--- src/design/line_sensor_position_estimator_macros.svh ---
// Assertion macros for the line sensor position estimator.
// Used by modules that include this header; expects clk and rst_n in scope.
`ifndef LINE_SENSOR_POSITION_ESTIMATOR_MACROS_SVH
`define LINE_SENSOR_POSITION_ESTIMATOR_MACROS_SVH

// same-cycle implication
`define LSPE_ASSERT_IMP(lbl, ante, cons) \
  lbl: assert property (@(posedge clk) disable iff (!rst_n) (ante) |-> (cons)) \
    else $error("lspe assertion failed");

// next-cycle implication
`define LSPE_ASSERT_NXT(lbl, ante, cons) \
  lbl: assert property (@(posedge clk) disable iff (!rst_n) (ante) |=> (cons)) \
    else $error("lspe assertion failed");

`endif

--- src/design/lspe_pkg.sv ---
// Package for the line sensor position estimator: sizes, codes, types.
// No dependencies.
package lspe_pkg;

  localparam int SENSORS     = 8;
  localparam int MAX_SAMPLES = 128;
  localparam int SENS_W      = (SENSORS > 1) ? $clog2(SENSORS) : 1;

  localparam int DIV_STEPS   = 32;
  localparam int DIV_CNT_W   = $clog2(DIV_STEPS);

  localparam logic [1:0] OP_CAL = 2'd0;
  localparam logic [1:0] OP_FIN = 2'd1;
  localparam logic [1:0] OP_POS = 2'd2;

  localparam logic [2:0] CFG_OUT_LOW     = 3'd0;
  localparam logic [2:0] CFG_OUT_HIGH    = 3'd1;
  localparam logic [2:0] CFG_SEEN_LEVEL  = 3'd2;
  localparam logic [2:0] CFG_SPLIT_LEVEL = 3'd3;
  localparam logic [2:0] CFG_PITCH       = 3'd4;

  localparam logic [11:0] RST_OUT_LOW     = 12'd0;
  localparam logic [11:0] RST_OUT_HIGH    = 12'd2000;
  localparam logic [11:0] RST_SEEN_LEVEL  = 12'd1000;
  localparam logic [11:0] RST_SPLIT_LEVEL = 12'd2048;
  localparam logic [11:0] RST_PITCH       = 12'd1000;

  localparam logic [15:0] POS_NONE = 16'hFFFF;
  localparam logic [15:0] POS_MAX  = 16'h7FFF;

  typedef enum logic [3:0] {
    S_IDLE,
    S_MAP,
    S_MSTART,
    S_MWAIT,
    S_LVL,
    S_WMUL,
    S_ACC,
    S_PSTART,
    S_PWAIT,
    S_EMIT,
    S_FSTART,
    S_FWAIT,
    S_FCLR
  } state_t;

  typedef struct packed {
    logic        start;
    logic [31:0] dividend;
    logic [15:0] divisor;
  } div_req_t;

  typedef struct packed {
    logic        busy;
    logic        done;
    logic [31:0] quotient;
  } div_rsp_t;

endpackage

--- src/design/lspe_div.sv ---
// Shared radix-2 restoring divider, 32-bit dividend by 16-bit divisor.
// Depends on lspe_pkg.
module lspe_div (
  input  logic               clk,
  input  logic               rst_n,
  input  lspe_pkg::div_req_t req,
  output lspe_pkg::div_rsp_t rsp
);
  import lspe_pkg::*;

  logic                 busy_r;
  logic                 done_r;
  logic [DIV_CNT_W-1:0] cnt_r;
  logic [31:0]          quo_r;
  logic [15:0]          rem_r;
  logic [15:0]          dvs_r;

  logic [16:0] rem_sh;
  logic [16:0] rem_dif;
  logic        ge;

  assign rem_sh  = {rem_r, quo_r[31]};
  assign rem_dif = rem_sh - {1'b0, dvs_r};
  assign ge      = (rem_sh >= {1'b0, dvs_r});

  always_ff @(posedge clk) begin
    if (!rst_n) begin
      busy_r <= 1'b0;
      done_r <= 1'b0;
      cnt_r  <= '0;
    end else begin
      done_r <= 1'b0;
      if (req.start) begin
        busy_r <= 1'b1;
        cnt_r  <= '0;
        quo_r  <= req.dividend;
        rem_r  <= '0;
        dvs_r  <= req.divisor;
      end else if (busy_r) begin
        quo_r <= {quo_r[30:0], ge};
        rem_r <= ge ? rem_dif[15:0] : rem_sh[15:0];
        cnt_r <= cnt_r + 1'b1;
        if (cnt_r == DIV_CNT_W'(DIV_STEPS - 1)) begin
          busy_r <= 1'b0;
          done_r <= 1'b1;
        end
      end
    end
  end

  assign rsp.busy     = busy_r;
  assign rsp.done     = done_r;
  assign rsp.quotient = quo_r;

endmodule

--- src/design/line_sensor_position_estimator.sv ---
// Line position estimator for a reflectance sensor array: calibration
// accumulators, per-sample level mapping and frame weighted average.
// Depends on lspe_pkg, lspe_div and line_sensor_position_estimator_macros.svh.
//
// A calibration sample (op 0) is accumulated on transfer. A position
// sample (op 2) is mapped through a division, skipped when its sensor's
// calibration pair is equal. The sample that closes a frame then runs the
// frame average division before the result is offered, skipped when the
// level sum is zero. A finish command (op 1) divides each sensor's low and
// high sums by their counts, skipping each empty side. All divisions use
// the single 32-step radix-2 divider, shared by the level mapping, the
// frame average and the calibration averages. in_tready is high only while
// the sequencer is idle; a pending result waits in the output register and
// does not block new input until another result must be written over it.
module line_sensor_position_estimator (
  input  logic        clk,
  input  logic        rst_n,
  input  logic        in_tvalid,
  output logic        in_tready,
  input  logic [23:0] in_tdata,   // [1:0] op, [4:2] sensor, [16:5] sample, rest zero
  input  logic        in_tlast,
  output logic        out_tvalid,
  input  logic        out_tready,
  output logic [23:0] out_tdata,  // [15:0] position, [16] line_lost, [19:17] last_seen
  input  logic        cfg_we,
  input  logic [2:0]  cfg_idx,
  input  logic [11:0] cfg_wdata
);
  import lspe_pkg::*;

  `include "line_sensor_position_estimator_macros.svh"

  state_t state_r, state_nxt;

  logic [11:0] out_low_r, out_high_r, seen_level_r, split_level_r, pitch_r;

  logic [19:0] low_sum_r  [SENSORS];
  logic [19:0] high_sum_r [SENSORS];
  logic [7:0]  low_cnt_r  [SENSORS];
  logic [7:0]  high_cnt_r [SENSORS];
  logic [11:0] cal_low_r  [SENSORS];
  logic [11:0] cal_high_r [SENSORS];

  logic [2:0]        sensor_r;
  logic [SENS_W-1:0] idx_r;
  logic [11:0]       sample_r;
  logic              last_r;

  logic signed [25:0] prod_r;
  logic signed [12:0] den_r;
  logic               neg_r;
  logic signed [26:0] mapped_r;
  logic [11:0]        lvl_r;
  logic [14:0]        wt_r;
  logic [26:0]        wprod_r;

  logic [31:0] wsum_r;
  logic [15:0] lsum_r;
  logic        frame_seen_r;
  logic [2:0]  seen_idx_r;
  logic [15:0] pos_r;

  logic [SENS_W-1:0] fin_idx_r;
  logic              fin_side_r;

  logic        out_valid_r;
  logic [19:0] out_data_r;

  div_req_t div_req;
  div_rsp_t div_rsp;

  logic        in_xfer;
  logic [1:0]  in_op;
  logic [2:0]  in_sensor;
  logic [11:0] in_sample;
  logic              in_valid_sensor;
  logic [SENS_W-1:0] in_idx;

  assign in_op     = in_tdata[1:0];
  assign in_sensor = in_tdata[4:2];
  assign in_sample = in_tdata[16:5];
  assign in_idx    = in_sensor[SENS_W-1:0];
  assign in_valid_sensor = ({1'b0, in_sensor} < 4'(SENSORS));
  assign in_tready = (state_r == S_IDLE);
  assign in_xfer   = in_tvalid && in_tready;

  // mapping stage operands
  logic signed [12:0] raw_off, span;
  logic [11:0]        cal_lo_s, cal_hi_s;
  assign cal_lo_s = cal_low_r[idx_r];
  assign cal_hi_s = cal_high_r[idx_r];
  assign raw_off  = $signed({1'b0, sample_r}) - $signed({1'b0, cal_lo_s});
  assign span     = $signed({1'b0, out_high_r}) - $signed({1'b0, out_low_r});

  logic [25:0] prod_mag;
  logic [12:0] den_mag;
  assign prod_mag = prod_r[25] ? 26'(-prod_r) : 26'(prod_r);
  assign den_mag  = den_r[12] ? 13'(-den_r) : 13'(den_r);

  logic signed [26:0] q_signed;
  assign q_signed = neg_r ? -$signed({2'b00, div_rsp.quotient[24:0]})
                          : $signed({2'b00, div_rsp.quotient[24:0]});

  logic signed [27:0] lvl_v;
  logic signed [27:0] tmin_x, tmax_x;
  logic [11:0]        lvl_clamp;
  assign tmin_x = $signed({16'd0, out_low_r});
  assign tmax_x = $signed({16'd0, out_high_r});
  assign lvl_v  = tmax_x - 28'(mapped_r);
  always_comb begin
    priority if (lvl_v < tmin_x) begin
      lvl_clamp = out_low_r;
    end else if (lvl_v > tmax_x) begin
      lvl_clamp = out_high_r;
    end else begin
      lvl_clamp = lvl_v[11:0];
    end
  end

  logic [32:0] wsum_add;
  logic [16:0] lsum_add;
  assign wsum_add = {1'b0, wsum_r} + {6'd0, wprod_r};
  assign lsum_add = {1'b0, lsum_r} + {5'd0, lvl_r};

  logic [7:0]  fin_cnt;
  logic [19:0] fin_sum;
  logic        fin_end;
  assign fin_cnt = fin_side_r ? high_cnt_r[fin_idx_r] : low_cnt_r[fin_idx_r];
  assign fin_sum = fin_side_r ? high_sum_r[fin_idx_r] : low_sum_r[fin_idx_r];
  assign fin_end = fin_side_r && (fin_idx_r == SENS_W'(SENSORS - 1));

  logic emit_ok;

  // next state
  always_comb begin
    state_nxt = state_r;
    unique case (state_r)
      S_IDLE: begin
        if (in_xfer) begin
          if (in_op == OP_FIN) begin
            state_nxt = S_FSTART;
          end else if (in_op == OP_POS) begin
            if (in_valid_sensor) begin
              state_nxt = S_MAP;
            end else if (in_tlast) begin
              state_nxt = S_PSTART;
            end
          end
        end
      end
      S_MAP:    state_nxt = S_MSTART;
      S_MSTART: state_nxt = (den_r == 13'sd0) ? S_LVL : S_MWAIT;
      S_MWAIT:  state_nxt = div_rsp.done ? S_LVL : S_MWAIT;
      S_LVL:    state_nxt = S_WMUL;
      S_WMUL:   state_nxt = S_ACC;
      S_ACC:    state_nxt = last_r ? S_PSTART : S_IDLE;
      S_PSTART: state_nxt = (lsum_r == 16'd0) ? S_EMIT : S_PWAIT;
      S_PWAIT:  state_nxt = div_rsp.done ? S_EMIT : S_PWAIT;
      S_EMIT:   state_nxt = emit_ok ? S_IDLE : S_EMIT;
      S_FSTART: begin
        if (fin_cnt == 8'd0) begin
          state_nxt = fin_end ? S_FCLR : S_FSTART;
        end else begin
          state_nxt = S_FWAIT;
        end
      end
      S_FWAIT: begin
        if (div_rsp.done) begin
          state_nxt = fin_end ? S_FCLR : S_FSTART;
        end
      end
      S_FCLR:   state_nxt = S_IDLE;
      default:  state_nxt = S_IDLE;
    endcase
  end

  // sequencer outputs
  always_comb begin
    div_req = '0;
    emit_ok = 1'b0;
    unique case (state_r)
      S_MSTART: begin
        div_req.start    = (den_r != 13'sd0);
        div_req.dividend = {6'd0, prod_mag};
        div_req.divisor  = {3'd0, den_mag};
      end
      S_PSTART: begin
        div_req.start    = (lsum_r != 16'd0);
        div_req.dividend = wsum_r;
        div_req.divisor  = lsum_r;
      end
      S_FSTART: begin
        div_req.start    = (fin_cnt != 8'd0);
        div_req.dividend = {12'd0, fin_sum};
        div_req.divisor  = {8'd0, fin_cnt};
      end
      S_EMIT: begin
        emit_ok = !out_valid_r || out_tready;
      end
      default: begin
        div_req = '0;
      end
    endcase
  end

  lspe_div u_div (
    .clk   (clk),
    .rst_n (rst_n),
    .req   (div_req),
    .rsp   (div_rsp)
  );

  always_ff @(posedge clk) begin
    if (!rst_n) begin
      state_r <= S_IDLE;
    end else begin
      state_r <= state_nxt;
    end
  end

  always_ff @(posedge clk) begin
    if (!rst_n) begin
      out_low_r     <= RST_OUT_LOW;
      out_high_r    <= RST_OUT_HIGH;
      seen_level_r  <= RST_SEEN_LEVEL;
      split_level_r <= RST_SPLIT_LEVEL;
      pitch_r       <= RST_PITCH;
    end else if (cfg_we) begin
      unique case (cfg_idx)
        CFG_OUT_LOW:     out_low_r     <= cfg_wdata;
        CFG_OUT_HIGH:    out_high_r    <= cfg_wdata;
        CFG_SEEN_LEVEL:  seen_level_r  <= cfg_wdata;
        CFG_SPLIT_LEVEL: split_level_r <= cfg_wdata;
        CFG_PITCH:       pitch_r       <= cfg_wdata;
        default: begin
        end
      endcase
    end
  end

  always_ff @(posedge clk) begin
    if (!rst_n) begin
      for (int i = 0; i < SENSORS; i++) begin
        low_sum_r[i]  <= '0;
        high_sum_r[i] <= '0;
        low_cnt_r[i]  <= '0;
        high_cnt_r[i] <= '0;
        cal_low_r[i]  <= '0;
        cal_high_r[i] <= '0;
      end
      wsum_r       <= '0;
      lsum_r       <= '0;
      frame_seen_r <= 1'b0;
      seen_idx_r   <= '0;
      fin_idx_r    <= '0;
      fin_side_r   <= 1'b0;
      out_valid_r  <= 1'b0;
    end else begin
      if (out_valid_r && out_tready && !emit_ok) begin
        out_valid_r <= 1'b0;
      end
      unique case (state_r)
        S_IDLE: begin
          if (in_xfer) begin
            sensor_r   <= in_sensor;
            idx_r      <= in_idx;
            sample_r   <= in_sample;
            last_r     <= in_tlast;
            fin_idx_r  <= '0;
            fin_side_r <= 1'b0;
            if (in_op == OP_CAL && in_valid_sensor) begin
              if (in_sample < split_level_r) begin
                if (low_cnt_r[in_idx] < 8'(MAX_SAMPLES)) begin
                  low_sum_r[in_idx] <= low_sum_r[in_idx] + {8'd0, in_sample};
                  low_cnt_r[in_idx] <= low_cnt_r[in_idx] + 8'd1;
                end
              end else begin
                if (high_cnt_r[in_idx] < 8'(MAX_SAMPLES)) begin
                  high_sum_r[in_idx] <= high_sum_r[in_idx] + {8'd0, in_sample};
                  high_cnt_r[in_idx] <= high_cnt_r[in_idx] + 8'd1;
                end
              end
            end
          end
        end
        S_MAP: begin
          prod_r <= raw_off * span;
          den_r  <= $signed({1'b0, cal_hi_s}) - $signed({1'b0, cal_lo_s});
        end
        S_MSTART: begin
          neg_r <= prod_r[25] ^ den_r[12];
          if (den_r == 13'sd0) begin
            mapped_r <= $signed({15'd0, out_low_r});
          end
        end
        S_MWAIT: begin
          if (div_rsp.done) begin
            mapped_r <= q_signed + $signed({15'd0, out_low_r});
          end
        end
        S_LVL: begin
          lvl_r <= lvl_clamp;
          wt_r  <= sensor_r * pitch_r;
        end
        S_WMUL: begin
          wprod_r <= lvl_r * wt_r;
        end
        S_ACC: begin
          wsum_r <= wsum_add[32] ? 32'hFFFF_FFFF : wsum_add[31:0];
          lsum_r <= lsum_add[16] ? 16'hFFFF : lsum_add[15:0];
          if (lvl_r >= seen_level_r) begin
            frame_seen_r <= 1'b1;
            seen_idx_r   <= sensor_r;
          end
        end
        S_PSTART: begin
          if (lsum_r == 16'd0) begin
            pos_r <= POS_NONE;
          end
        end
        S_PWAIT: begin
          if (div_rsp.done) begin
            pos_r <= (div_rsp.quotient > 32'(POS_MAX)) ? POS_MAX
                                                       : div_rsp.quotient[15:0];
          end
        end
        S_EMIT: begin
          if (emit_ok) begin
            out_valid_r  <= 1'b1;
            out_data_r   <= {seen_idx_r, !frame_seen_r, pos_r};
            wsum_r       <= '0;
            lsum_r       <= '0;
            frame_seen_r <= 1'b0;
          end
        end
        S_FSTART: begin
          if (fin_cnt == 8'd0) begin
            if (fin_side_r) begin
              cal_high_r[fin_idx_r] <= '0;
              fin_idx_r <= fin_idx_r + 1'b1;
            end else begin
              cal_low_r[fin_idx_r] <= '0;
            end
            fin_side_r <= !fin_side_r;
          end
        end
        S_FWAIT: begin
          if (div_rsp.done) begin
            if (fin_side_r) begin
              cal_high_r[fin_idx_r] <= div_rsp.quotient[11:0];
              fin_idx_r <= fin_idx_r + 1'b1;
            end else begin
              cal_low_r[fin_idx_r] <= div_rsp.quotient[11:0];
            end
            fin_side_r <= !fin_side_r;
          end
        end
        S_FCLR: begin
          for (int i = 0; i < SENSORS; i++) begin
            low_sum_r[i]  <= '0;
            high_sum_r[i] <= '0;
            low_cnt_r[i]  <= '0;
            high_cnt_r[i] <= '0;
          end
        end
        default: begin
        end
      endcase
    end
  end

  assign out_tvalid = out_valid_r;
  assign out_tdata  = {4'd0, out_data_r};

  `LSPE_ASSERT_IMP(a_div_start_idle, div_req.start, !div_rsp.busy)
  `LSPE_ASSERT_IMP(a_lvl_in_range, state_r == S_WMUL && out_low_r <= out_high_r,
                   lvl_r >= out_low_r && lvl_r <= out_high_r)
  `LSPE_ASSERT_NXT(a_frame_cleared, emit_ok,
                   lsum_r == 16'd0 && wsum_r == 32'd0 && !frame_seen_r && out_valid_r)
  `LSPE_ASSERT_NXT(a_fin_clears, state_r == S_FCLR,
                   low_cnt_r[0] == 8'd0 && high_cnt_r[0] == 8'd0 && state_r == S_IDLE)

endmodule
--- config.mk ---
export PLATFORM = sky130hd
export DESIGN_NAME = line_sensor_position_estimator
export DESIGN_NICKNAME = d
export VERILOG_FILES = /design/src/design/lspe_pkg.sv /design/src/design/lspe_div.sv /design/src/design/line_sensor_position_estimator.sv
export VERILOG_INCLUDE_DIRS = /design/src /design/src/design
export SDC_FILE = /design/constraint.sdc
export NUM_CORES = 2
export LEC_CHECK = 0
export BUFFER_PORTS_ARGS = -buffer_cell sky130_fd_sc_hd__buf_2
export CORE_MARGIN = 1.5
export CORE_UTILIZATION = 60
export DETAILED_ROUTE_END_ITERATION = 8
export PLACE_DENSITY = 0.77
export SYNTH_ARGS = -nofsm -noshare
export SYNTH_HDL_FRONTEND = slang
export SYNTH_HIERARCHICAL = 1
export SYNTH_SLANG_ARGS = --single-unit
export TNS_END_PERCENT = 5
--- constraint.sdc ---
create_clock -name clk -period 10.8 [get_ports clk]
set_input_delay 1.62 -clock clk [delete_from_list [all_inputs] [get_ports clk]]
set_output_delay 1.62 -clock clk [all_outputs]
set_load 0.1 [all_outputs]
==> qor.txt <==
RSZ-0062 raised after global routing: no
Largest net degree at the start of global routing: 113
P_leak: 27.4 nW
Cell Pwr Density: 357 nW/um^2
Tcrit/Tclk final: 0.933
Crit start category: register
Count of nets after finishing: 6,706
Via Count: 49,082
Critical Path AT: 10,530 ps
Slowest CP cell: fa_1
P&R area growth vs syn: 7.87%
Row Count: 121
Multi-input gate area in the final layout: 33,800 um^2
GRT Overall Usage: 0.344
Die width: 334 um
Post-CTS Hold Fix Bufs: 0
# DRC: 0
Worst-path clk slew: 60 ps
Cells after Synth: 6,038
Fin util: 0.653
Yosys warnings: 6
Final instance count without filler cells: 7,512
Peak VDD IR: 2.10 mV
Slowest Stage Delay on Critical Path: 560 ps
FILL cells: 8,143
Total negative slack: 0 ps
Most Frequent Cell on Critical Path: fa_1
Clk root buf: clkbuf_16
Relative slew slack: 0.103
Die Ht: 334 um
Worst path bufs/invs: 4
Max H-tree Level: 3
Share of layout cells above drive strength 1: 0.112
Final Setup Violations: 0
Clock sink count: 1,011
Max Root-Sink Buffers: 3
Io pins: 71
Vias in the first global route: 49,281
CP Capture Type: register
Initial antenna violation count: 8
Cell Area, Synth: 65,900 um^2
Final wirelength: 192 mm
Final ANT Viol Nets: 0
Total gr overflow: 0
Slew Viols, Final: 0
1st-iter DRT viols: 5,893
Worst Path Required: 11,260 ps
CTS tree: built
Critical path fanouts, max: 13
Die area: 112,000 um^2
FF/Latch Area: 29,000 um^2
Router iterations before antenna repair: 6
Post-placement cell count: 7,315
Syn Area/Cell: 10.9 um^2
CP Class: reg2reg
Routability Congestion: 0.947
Initial core utilization: 0.605
CTS Buf Count: 103
Max Fclk: 99.2 MHz
Run status: finished clean
Final WS setup: 722 ps
Hold Violations, Final: 0
Via/cell ratio: 6.53
Number of port buffers: 59
First-pass GRT wire length: 290 mm
Setup WS pre-CTS: 547 ps
Cell family with most CP delay: adder cells
Worst Tran Pin Value: 1350 ps
Routed len/inst: 25.5 um
Clock Skew: 53.3 ps
Core footprint: 109,000 um^2
Minimum clock period: 10,080 ps
Hold Crit Class: reg2reg
Clk_lat worst skew: 750 ps
Max_cap viols: 0
Hpwl dp: 132 mm
## layout by cell type, fill, tap and decap left out, drive strengths merged, types with 155 or more instances in the layout
cell type and n:
nor2 922, edfxtp 877, nand2 559, inv 499, ha 341, fa 313, a21oi 241, mux4 192
o21ai 185, a22oi 180, buf 176, xnor2 155
## flip-flops by register name, indices dropped and copies added (netlist names), 13 cells and up, named ones only
register,count
cal_high_r,96
cal_low_r,96
den_r,13
high_cnt_r,64
high_sum_r,160
low_cnt_r,64
low_sum_r,160
lsum_r,16
mapped_r,27
out_data_r,20
pos_r,16
prod_r,26
u_div/dvs_r,16
u_div/quo_r,32
u_div/rem_r,16
wprod_r,27
wsum_r,32
wt_r,15
## final timing paths
kind | from | to | slack, ps | depth (start not counted)
max | register | prod_r[25] | 720 | 34
min reg2reg | seen_idx_r[1] | out_data_r[18] | 430 | 0
min | seen_idx_r[1] | out_data_r[18] | 430 | 0
max reg2reg | register | prod_r[25] | 720 | 34
## per-layer routing
metal  vias to the layer above  wire [um]  global-route usage
met5                         -         66                   0
met4                         8      10200               0.171
met3                       663      24200              0.0843
met2                      3094      87500               0.538
met1                     24051      69900               0.451
li1                      21266          -                   -
## metrics by stage
step	area (um^2)	hold WS, ps	power, W
finish	71000	427	0.0254
global route	71000	444	0.0277
CTS	71000	430	0.0255
detailed placement	67700	405	0.0218
global placement	67700	407	0.0213
floorplan	65900	400	0.0181
## power breakdown
part | internal (W) | switching (W) | total (W)
registers | 0.00530 | 0.000180 | 0.00548
logic | 0.00735 | 0.00896 | 0.0163
clock network | 0.00200 | 0.00160 | 0.00360
total | 0.0146 | 0.0107 | 0.0254
## repair_timing
item | CTS | global route
resized for setup | 0 | 2
buffers inserted | 0 | 1
endpoints found under the setup margin | 0 | 1
## area by class of cell
cell class                 count  area share
sequential                  1011       0.409
antenna                        7    0.000247
timing repair buffer         176      0.0170
clock inverter                59     0.00896
tap                         1414      0.0249
inverter                     493      0.0260
clock buffer                 130      0.0380
multi-input combinational   4222       0.476
Power figures use the tool's default switching activity.
